**config.mk**
```make
export PLATFORM = sky130hd
export DESIGN_NAME = battery_full_voltage_learner
export DESIGN_NICKNAME = d
export VERILOG_FILES = /design/src/sv/bfvl_pkg.sv /design/src/sv/battery_full_voltage_learner.sv
export SDC_FILE = /design/constraint.sdc
export NUM_CORES = 1
export LEC_CHECK = 0
export BUFFER_PORTS_ARGS = -buffer_cell sky130_fd_sc_hd__buf_2
export CAP_MARGIN = 20
export CORE_MARGIN = 2
export CORE_UTILIZATION = 36
export DETAILED_ROUTE_END_ITERATION = 16
export GPL_TIMING_DRIVEN = 0
export HOLD_SLACK_MARGIN = 0.1
export SYNTH_ARGS = -nofsm -noshare
export SYNTH_HDL_FRONTEND = slang
export SYNTH_SLANG_ARGS = --single-unit
export TNS_END_PERCENT = 100
```
**constraint.sdc**
```tcl
create_clock -name clk -period 7.7 [get_ports clk]
set_input_delay 1.54 -clock clk [delete_from_list [all_inputs] [get_ports clk]]
set_output_delay 1.54 -clock clk [all_outputs]
set_load 0.02 [all_outputs]
```
**src/sv/bfvl_pkg.sv**
```systemverilog
// Package for the battery full-voltage learner: the sequencer state type,
// register indexes, field widths and reset values.
// No dependencies; the top level imports it.
`default_nettype none

package bfvl_pkg;

    // Field widths.
    localparam int MV_W   = 13;
    localparam int BAND_W = 8;

    // Register reset values.
    localparam logic [MV_W-1:0]   FULL_INIT_RST = 13'd4020;
    localparam logic [MV_W-1:0]   PLAT_MIN_RST  = 13'd3900;
    localparam logic [BAND_W-1:0] PLAT_BAND_RST = 8'd6;

    // Register indexes (byte address divided by four).
    localparam logic [1:0] REG_FULL_INIT = 2'd0;
    localparam logic [1:0] REG_PLAT_MIN  = 2'd1;
    localparam logic [1:0] REG_PLAT_BAND = 2'd2;

    // Sequencer states.
    typedef enum logic [1:0] {
        ST_IDLE,
        ST_SUM,
        ST_DIV,
        ST_DONE
    } fsm_state_t;

endpackage

`default_nettype wire

```
**src/sv/battery_full_voltage_learner.sv**
```systemverilog
// Battery full-voltage learner: sample ring, moving mean, trend window and plateau check.
// Each valid sample is summed over the sample ring, divided by the fill count in a radix-4
// divider and committed once the trend walk is over; a zero sample goes straight to commit.
// A new sample is taken only after the last one is committed, and the commit waits on any
// output stall. Reset clears pointers, fill counts, control and configuration registers;
// the payload registers and the rings need no clearing. Depends on bfvl_pkg.
`default_nettype none

module battery_full_voltage_learner #(
    parameter int AVG_WINDOW   = 11,
    parameter int TREND_WINDOW = 20
) (
    input  wire         clk,
    input  wire         rst_n,
    // Sample stream. tdata: [12:0] battery_mv, [13] powered, [15:14] zero.
    input  wire         s_axis_tvalid,
    output logic        s_axis_tready,
    input  wire  [15:0] s_axis_tdata,
    // Result stream. tdata: [0] sample_ok, [13:1] average_mv, [26:14] full_mv,
    // [27] learned, [31:28] zero.
    output logic        m_axis_tvalid,
    input  wire         m_axis_tready,
    output logic [31:0] m_axis_tdata,
    // Configuration port.
    input  wire         psel,
    input  wire         penable,
    input  wire         pwrite,
    input  wire  [3:0]  paddr,
    input  wire  [31:0] pwdata,
    output logic [31:0] prdata,
    output logic        pready
);
    import bfvl_pkg::*;

    // Derived widths.
    localparam int AW        = (AVG_WINDOW > 1) ? $clog2(AVG_WINDOW) : 1;
    localparam int FW        = $clog2(AVG_WINDOW + 1);
    localparam int SUMW      = MV_W + FW;
    localparam int DIV_STEPS = (SUMW + 1) / 2;
    localparam int DQW       = 2 * DIV_STEPS;
    localparam int DCW       = $clog2(DIV_STEPS + 1);
    localparam int TW        = $clog2(TREND_WINDOW);
    localparam int TFW       = $clog2(TREND_WINDOW + 1);

    localparam logic [AW-1:0]  SPOS_LAST  = AW'(AVG_WINDOW - 1);
    localparam logic [FW-1:0]  SFILL_MAX  = FW'(AVG_WINDOW);
    localparam logic [DCW-1:0] DIV_LAST   = DCW'(DIV_STEPS - 1);
    localparam logic [TW-1:0]  TPOS_LAST  = TW'(TREND_WINDOW - 1);
    localparam logic [TFW-1:0] TFILL_MAX  = TFW'(TREND_WINDOW);
    localparam logic [TFW-1:0] TFILL_NEAR = TFW'(TREND_WINDOW - 1);

    // Ring memories and their registered read data.
    logic [MV_W-1:0] sample_mem [AVG_WINDOW];
    logic [MV_W-1:0] trend_mem  [TREND_WINDOW];
    logic [MV_W-1:0] sample_q_reg;
    logic [MV_W-1:0] trend_q_reg;
    logic            sample_we;
    logic            sample_re;
    logic            trend_we;

    // Sequencer and datapath registers.
    fsm_state_t        state_reg, state_next;
    logic [AW-1:0]     spos_reg, spos_next;
    logic [FW-1:0]     sfill_reg, sfill_next;
    logic [FW-1:0]     sum_idx_reg, sum_idx_next;
    logic              sum_pend_reg, sum_pend_next;
    logic [SUMW-1:0]   acc_reg, acc_next;
    logic [DQW-1:0]    quo_reg, quo_next;
    logic [FW-1:0]     rem_reg, rem_next;
    logic [DCW-1:0]    div_cnt_reg, div_cnt_next;
    logic [TW-1:0]     tpos_reg, tpos_next;
    logic [TFW-1:0]    tfill_reg, tfill_next;
    logic [TW-1:0]     scan_idx_reg, scan_idx_next;
    logic              scan_busy_reg, scan_busy_next;
    logic              scan_pend_reg, scan_pend_next;
    logic              scan_have_reg, scan_have_next;
    logic [MV_W-1:0]   lo_reg, lo_next;
    logic [MV_W-1:0]   hi_reg, hi_next;
    logic              powered_reg, powered_next;
    logic              ok_reg, ok_next;
    logic [MV_W-1:0]   learned_reg, learned_next;
    logic [MV_W-1:0]   full_init_reg, full_init_next;
    logic [MV_W-1:0]   plat_min_reg, plat_min_next;
    logic [BAND_W-1:0] plat_band_reg, plat_band_next;
    logic              out_valid_reg, out_valid_next;
    logic [31:0]       out_data_reg, out_data_next;

    // Working signals.
    logic [MV_W-1:0] in_mv;
    logic            out_free;
    logic            cfg_wr;
    logic [MV_W-1:0] mean;
    logic [MV_W-1:0] lo_all;
    logic [MV_W-1:0] hi_all;
    logic            flat;
    logic            learn;
    logic [MV_W-1:0] full_after;

    assign in_mv    = s_axis_tdata[MV_W-1:0];
    assign out_free = !out_valid_reg || m_axis_tready;
    assign cfg_wr   = psel && penable && pwrite && pready;
    assign mean     = quo_reg[MV_W-1:0];

    // Two restoring division steps per cycle.
    function automatic logic [FW+DQW-1:0] div_step2(input logic [FW-1:0] r_in,
                                                     input logic [DQW-1:0] q_in,
                                                     input logic [FW-1:0] dvs);
        logic [FW:0]     trial;
        logic [FW-1:0]   r;
        logic [DQW-1:0]  q;
        r = r_in;
        q = q_in;
        for (int i = 0; i < 2; i++)
        begin
            trial = {r, q[DQW-1]};
            q     = {q[DQW-2:0], 1'b0};
            if (trial >= {1'b0, dvs})
            begin
                trial = trial - {1'b0, dvs};
                q[0]  = 1'b1;
            end
            r = trial[FW-1:0];
        end
        return {r, q};
    endfunction

    // Plateau check over the walked trend entries plus the new mean.
    always_comb
    begin
        lo_all = (mean < lo_reg) ? mean : lo_reg;
        hi_all = (mean > hi_reg) ? mean : hi_reg;
        flat   = (hi_all - lo_all) <= {{(MV_W-BAND_W){1'b0}}, plat_band_reg};
        learn  = powered_reg && (tfill_reg >= TFILL_NEAR) && (mean >= plat_min_reg)
                 && flat && (mean != learned_reg);
        full_after = learn ? mean : learned_reg;
    end

    // Sequencer: next state, sample walk, divider and commit.
    always_comb
    begin
        state_next     = state_reg;
        spos_next      = spos_reg;
        sfill_next     = sfill_reg;
        sum_idx_next   = sum_idx_reg;
        sum_pend_next  = sum_pend_reg;
        acc_next       = acc_reg;
        quo_next       = quo_reg;
        rem_next       = rem_reg;
        div_cnt_next   = div_cnt_reg;
        tpos_next      = tpos_reg;
        tfill_next     = tfill_reg;
        powered_next   = powered_reg;
        ok_next        = ok_reg;
        learned_next   = learned_reg;
        out_valid_next = out_valid_reg && !m_axis_tready;
        out_data_next  = out_data_reg;
        sample_we      = 1'b0;
        sample_re      = 1'b0;
        trend_we       = 1'b0;
        s_axis_tready  = 1'b0;

        case (state_reg)
            ST_IDLE:
            begin
                s_axis_tready = 1'b1;
                if (s_axis_tvalid)
                begin
                    powered_next = s_axis_tdata[MV_W];
                    ok_next      = (in_mv != '0);
                    if (in_mv != '0)
                    begin
                        sample_we     = 1'b1;
                        spos_next     = (spos_reg == SPOS_LAST) ? '0 : spos_reg + 1'b1;
                        sfill_next    = (sfill_reg == SFILL_MAX) ? sfill_reg : sfill_reg + 1'b1;
                        sum_idx_next  = '0;
                        sum_pend_next = 1'b0;
                        acc_next      = '0;
                        state_next    = ST_SUM;
                    end
                    else
                    begin
                        state_next = ST_DONE;
                    end
                end
            end

            ST_SUM:
            begin
                // One read issued per cycle, accumulated in the cycle after.
                sum_pend_next = 1'b0;
                if (sum_idx_reg != sfill_reg)
                begin
                    sample_re     = 1'b1;
                    sum_idx_next  = sum_idx_reg + 1'b1;
                    sum_pend_next = 1'b1;
                end
                if (sum_pend_reg)
                begin
                    acc_next = acc_reg + {{FW{1'b0}}, sample_q_reg};
                end
                if ((sum_idx_reg == sfill_reg) && !sum_pend_reg)
                begin
                    quo_next     = DQW'(acc_reg);
                    rem_next     = '0;
                    div_cnt_next = '0;
                    state_next   = ST_DIV;
                end
            end

            ST_DIV:
            begin
                {rem_next, quo_next} = div_step2(rem_reg, quo_reg, sfill_reg);
                div_cnt_next         = div_cnt_reg + 1'b1;
                if (div_cnt_reg == DIV_LAST)
                begin
                    state_next = ST_DONE;
                end
            end

            ST_DONE:
            begin
                // Commit once the trend walk is over and the output register is free.
                if (!scan_busy_reg && !scan_pend_reg && out_free)
                begin
                    out_valid_next = 1'b1;
                    state_next     = ST_IDLE;
                    if (ok_reg)
                    begin
                        trend_we      = 1'b1;
                        tpos_next     = (tpos_reg == TPOS_LAST) ? '0 : tpos_reg + 1'b1;
                        tfill_next    = (tfill_reg == TFILL_MAX) ? tfill_reg
                                                                 : tfill_reg + 1'b1;
                        learned_next  = full_after;
                        out_data_next = {4'b0, learn, full_after, mean, 1'b1};
                    end
                    else
                    begin
                        out_data_next = {4'b0, 1'b0, learned_reg, {MV_W{1'b0}}, 1'b0};
                    end
                end
            end

            default:
            begin
                state_next = ST_IDLE;
            end
        endcase

        // A write of the initial full voltage reloads the learned value.
        if (cfg_wr && (paddr[3:2] == REG_FULL_INIT))
        begin
            learned_next = pwdata[MV_W-1:0];
        end
    end

    // Trend walk: min and max over every entry but the one about to be replaced.
    always_comb
    begin
        scan_idx_next  = scan_idx_reg;
        scan_busy_next = scan_busy_reg;
        scan_pend_next = 1'b0;
        scan_have_next = scan_have_reg;
        lo_next        = lo_reg;
        hi_next        = hi_reg;

        if (scan_busy_reg)
        begin
            scan_pend_next = (scan_idx_reg != tpos_reg);
            if (scan_idx_reg == TPOS_LAST)
            begin
                scan_busy_next = 1'b0;
            end
            else
            begin
                scan_idx_next = scan_idx_reg + 1'b1;
            end
        end

        if (scan_pend_reg)
        begin
            if (!scan_have_reg || (trend_q_reg < lo_reg))
            begin
                lo_next = trend_q_reg;
            end
            if (!scan_have_reg || (trend_q_reg > hi_reg))
            begin
                hi_next = trend_q_reg;
            end
            scan_have_next = 1'b1;
        end

        // Start the walk with each valid sample.
        if ((state_reg == ST_IDLE) && s_axis_tvalid && (in_mv != '0))
        begin
            scan_idx_next  = '0;
            scan_busy_next = 1'b1;
            scan_pend_next = 1'b0;
            scan_have_next = 1'b0;
        end
    end

    // Configuration register writes.
    always_comb
    begin
        full_init_next = full_init_reg;
        plat_min_next  = plat_min_reg;
        plat_band_next = plat_band_reg;
        if (cfg_wr)
        begin
            case (paddr[3:2])
                REG_FULL_INIT: full_init_next = pwdata[MV_W-1:0];
                REG_PLAT_MIN:  plat_min_next  = pwdata[MV_W-1:0];
                REG_PLAT_BAND: plat_band_next = pwdata[BAND_W-1:0];
                default:       full_init_next = full_init_reg;
            endcase
        end
    end

    // Configuration reads.
    always_comb
    begin
        pready = 1'b1;
        case (paddr[3:2])
            REG_FULL_INIT: prdata = {{(32-MV_W){1'b0}}, full_init_reg};
            REG_PLAT_MIN:  prdata = {{(32-MV_W){1'b0}}, plat_min_reg};
            REG_PLAT_BAND: prdata = {{(32-BAND_W){1'b0}}, plat_band_reg};
            default:       prdata = '0;
        endcase
    end

    // Control registers.
    always_ff @(posedge clk or negedge rst_n)
    begin
        if (!rst_n)
        begin
            state_reg     <= ST_IDLE;
            spos_reg      <= '0;
            sfill_reg     <= '0;
            sum_idx_reg   <= '0;
            sum_pend_reg  <= 1'b0;
            div_cnt_reg   <= '0;
            tpos_reg      <= '0;
            tfill_reg     <= '0;
            scan_idx_reg  <= '0;
            scan_busy_reg <= 1'b0;
            scan_pend_reg <= 1'b0;
            scan_have_reg <= 1'b0;
            ok_reg        <= 1'b0;
            learned_reg   <= FULL_INIT_RST;
            full_init_reg <= FULL_INIT_RST;
            plat_min_reg  <= PLAT_MIN_RST;
            plat_band_reg <= PLAT_BAND_RST;
            out_valid_reg <= 1'b0;
        end
        else
        begin
            state_reg     <= state_next;
            spos_reg      <= spos_next;
            sfill_reg     <= sfill_next;
            sum_idx_reg   <= sum_idx_next;
            sum_pend_reg  <= sum_pend_next;
            div_cnt_reg   <= div_cnt_next;
            tpos_reg      <= tpos_next;
            tfill_reg     <= tfill_next;
            scan_idx_reg  <= scan_idx_next;
            scan_busy_reg <= scan_busy_next;
            scan_pend_reg <= scan_pend_next;
            scan_have_reg <= scan_have_next;
            ok_reg        <= ok_next;
            learned_reg   <= learned_next;
            full_init_reg <= full_init_next;
            plat_min_reg  <= plat_min_next;
            plat_band_reg <= plat_band_next;
            out_valid_reg <= out_valid_next;
        end
    end

    // Payload registers.
    always_ff @(posedge clk)
    begin
        acc_reg      <= acc_next;
        quo_reg      <= quo_next;
        rem_reg      <= rem_next;
        lo_reg       <= lo_next;
        hi_reg       <= hi_next;
        powered_reg  <= powered_next;
        out_data_reg <= out_data_next;
    end

    // Sample ring memory: written on a transfer of a nonzero sample, read during the sum walk.
    always_ff @(posedge clk)
    begin
        if (sample_we)
        begin
            sample_mem[spos_reg] <= in_mv;
        end
        if (sample_re)
        begin
            sample_q_reg <= sample_mem[sum_idx_reg[AW-1:0]];
        end
    end

    // Trend ring memory: written at commit, read during the trend walk.
    always_ff @(posedge clk)
    begin
        if (trend_we)
        begin
            trend_mem[tpos_reg] <= mean;
        end
        if (scan_busy_reg)
        begin
            trend_q_reg <= trend_mem[scan_idx_reg];
        end
    end

    assign m_axis_tvalid = out_valid_reg;
    assign m_axis_tdata  = out_data_reg;

endmodule

`default_nettype wire
```
==> metrics.json <==
{
  "clocking": {
    "cts.htree.levels": 2,
    "cts_buffer_depth": 3,
    "root_buffer": "sky130_fd_sc_hd__clkbuf_16",
    "cts.sink_count": 609,
    "clk_pin_slew_ps": 60,
    "tritoncts.num_buffers": 59,
    "worst_skew_pair.late_latency_ps": 640,
    "holdBufCountCts": 0,
    "cts_tree": "done"
  },
  "sta": {
    "rsz0062_at_grt": "false",
    "worst_slew_pin_slew_ps": 983.8,
    "total_negative_slack_ps": 0,
    "fin_worst_skew_ps": 53.04,
    "worst_slew_margin_rel": 0.3441,
    "fin_worst_hold_slack_ps": 458.7,
    "final-max-slew-violation-count": 0,
    "layout_worst_path_cycle_share": 0.9212,
    "setup_slack_ps": 606.9,
    "fin_crit_ps": 7093,
    "finalSetupViolCount": 0,
    "max_clock_freq_mhz": 141.0,
    "report.final.hold_viol_count": 0
  },
  "floorplan": {
    "start_util": 0.3647,
    "chipWidth_um": 281.9,
    "fp-row-count": 101,
    "design.die.area_um2": 79440,
    "design.core.area_um2": 76200,
    "number_of_primary_i_o_pins": 126,
    "die-height_um": 281.9
  },
  "grt": {
    "grt_pass1_wl_um": 97510,
    "overflow": 0,
    "antenna_found_initial": 2,
    "grt_max_degree": 54,
    "all_layer_gr_usage": 0.1632,
    "grt_pass1_vias": 15970
  },
  "cells_and_area": {
    "insertedDiodeCount": 0,
    "max_flop_register": "trend_mem",
    "post_route_cells_drive_above_1_share": 0.2253,
    "filler_cell_count": 6802,
    "area_delta_synth_final_pct": 15.98,
    "number_of_flip_flops_under_the_largest_register_name": 260,
    "final_net_count": 2201
  },
  "worst_hold_path": {
    "hold_path.class": "flip-flop to flip-flop"
  },
  "detailed_routing": {
    "via_count": 15730,
    "topRoutingLayerUsed": "met4",
    "dr.first_iter.drc_count": 1219,
    "post_drt_via_cell_ratio": 5.076,
    "met1_wirelength_um": 28570,
    "drtAntennaViolNets": 0,
    "wl_met2_um": 31500,
    "route.detailed.wl_per_inst_um": 20.92,
    "detailroute.wirelength.met3_um": 3531,
    "detail_route.first_pass.iterations": 5,
    "postRouteWirelength_um": 64810,
    "drc_errors": 0
  },
  "setup_path": {
    "timing.critical_path.slowest_cell_delay_ps": 960,
    "critPathRequiredTime_ps": 8060,
    "crit_path_cell_trace": "ha_1 > and3_1 > o21ai_1 > a31oi_1 > nor3_1 > o21bai_1 > clkbuf_2 > mux2_2 > fa_1 > a211oi_1 > o21bai_1 > a21oi_1 > xnor2_1 > ha_1 > a22o_1 > nor4_1 > o21ai_0 > a22oi_1 > nand4_1 > and4bb_2 > nand4_4 > buf_6 > mux2_1",
    "cp_top_family": "compound AO/OA/AOI/OAI gates",
    "worstSetupEndpointType": "flip-flop",
    "critPathKind": "flip-flop to flip-flop",
    "cp_num_buf_inv": 2,
    "crit_slowest_cell": "sky130_fd_sc_hd__edfxtp_1",
    "start_kind": "flip-flop",
    "crit_arrival_ps": 7450,
    "crit_fanout": 15
  },
  "power_and_ir_drop": {
    "irDropWorstVdd_mv": 0.3274,
    "p_leak_nw": 11.78,
    "power.density_nw_per_um2": 441.6
  },
  "yosys": {
    "postSynthCellCount": 1806,
    "syn_area_per_cell_um2": 15.39,
    "yosysTopAreaCellShare": 0.5651,
    "ys_flop_type": "sky130_fd_sc_hd__edfxtp_1",
    "post-synth-top-area-cell": "sky130_fd_sc_hd__edfxtp_1",
    "synth-seq-cells": 609,
    "post_synth_edffs": 523,
    "synth_async_sr_flop_share": 0.1412,
    "yosys.cell_count.top_type": "sky130_fd_sc_hd__edfxtp_1",
    "ys_top_cells_by_count": "523 x sky130_fd_sc_hd__edfxtp_1, 130 x sky130_fd_sc_hd__nand2_1, 119 x sky130_fd_sc_hd__ha_1",
    "synth_area_leaders": "sky130_fd_sc_hd__edfxtp_1 57%, sky130_fd_sc_hd__mux4_2 8.4%, sky130_fd_sc_hd__dfrtp_1 5.4%",
    "yosys_warnings": 0,
    "synth.lib_cells_used.distinct": 68,
    "mappedNetlistArea_um2": 27790,
    "seq_area_frac_synth": 0.6437
  },
  "place": {
    "dp.final_hpwl_um": 46390,
    "gp_routability_congestion": 0.8383,
    "preCtsSetupSlack_ps": 158.7,
    "port_buffers": 76
  },
  "flow_run": {
    "max_cap_violations": 0
  },
  "run_status": {
    "outcome": "completed"
  }
}
==> worst min-delay path, cell delays in order, from the launching register on <==
cell and delay [ps]:
sky130_fd_sc_hd__dfstp_2 370, sky130_fd_sc_hd__nand2_1 50, sky130_fd_sc_hd__nand2_1 50
==> metal layers <==
metal,track usage,up-vias
li1,-,7271
met1,0.2229,7957
met2,0.2741,409
met3,0.02660,89
met4,0.03601,0
met5,0,-
==> per-stage QoR <==
step | total power [mW] | area, um2 | util | std cells
floorplan | 9.301 | 27880 | - | 1828
detailed placement | 11.28 | 30160 | 0.3957 | 2980
global route | 15.19 | 32230 | 0.4230 | 3098
global placement | 10.90 | 29540 | 0.3877 | 2934
CTS | 14.28 | 32140 | 0.4218 | 3090
finish | 14.24 | 32230 | 0.4230 | 3098
==> power by group <==
part | switching (mW) | internal [mW] | total, mW
registers | 0.501 | 4.45 | 4.95
logic | 3.50 | 2.82 | 6.32
clock network | 1.24 | 1.73 | 2.97
==> area by class of cell <==
cell class                      instances  area, um2  area share
Clock buffer                           71       1543     0.04786
Tap cell                             1030       1289     0.03998
Inverter                               80      300.3    0.009316
Timing Repair Buffer                  130       1054     0.03268
Buffer                                 92      479.2     0.01487
Multi-Input combinational cell       1047       9238      0.2866
Clock inverter                         39      441.7     0.01370
Sequential cell                       609      17890      0.5550
==> path summary, 6_finish.rpt <==
path	startpoint	end	slack [ps]	cells past startpoint
worst max-delay path	quo_reg[3]	m_axis_tdata[23]	610	23
worst min-delay path	full_init_reg[9]	full_init_reg[9]	460	2
worst max register to register	quo_reg[3]	m_axis_tdata[23]	610	23
worst min register to register	full_init_reg[9]	full_init_reg[9]	460	2
max in group asynchronous	rst_n	full_init_reg[5]	6010	2
min in group asynchronous	rst_n	plat_band_reg[0]	930	1
==> placed cells by master (no fill, tap or decap), drive strengths merged, types with 7 or more instances in the layout <==
master	count
mux4	104
conb	24
nor4	7
dfstp	26
nand2b	12
xnor2	31
a21o	24
nand2	130
edfxtp	523
nor2	83
mux2	71
buf	175
clkbuf	118
inv	80
nor3	20
and2	30
o21a	11
mux2i	67
o21ai	101
a22o	7
a21oi	35
nand4	18
xor2	25
clkinv	29
nor2b	20
o211ai	10
bufinv	9
ha	119
nand3	19
and3	10
dfrtp	60
==> cell families (layout without fill, tap and decap cells) <==
family                     count (synthesis)  after routing  share of synthesized area
buffers and inverters                    172            412                    0.02800
DFF                                      609            609                     0.6437
other                                      2             24                  0.0002702
and+or+nand+nor                          374            374                    0.06559
adders and majority gates                123            123                    0.05645
muxes                                    242            242                     0.1372
AOI/OAI and AO/OA                        228            228                    0.05119
xor gates and xnor gates                  56             56                    0.01765
==> repair_timing <==
| item | 4_1_cts | 5_1_grt |
|---|---|---|
| setup buffers | 0 | 2 |
| resized for setup | 0 | 2 |
| setup endpoints to repair | 0 | 7 |
No activity file was read; power rests on OpenSTA's default activity.
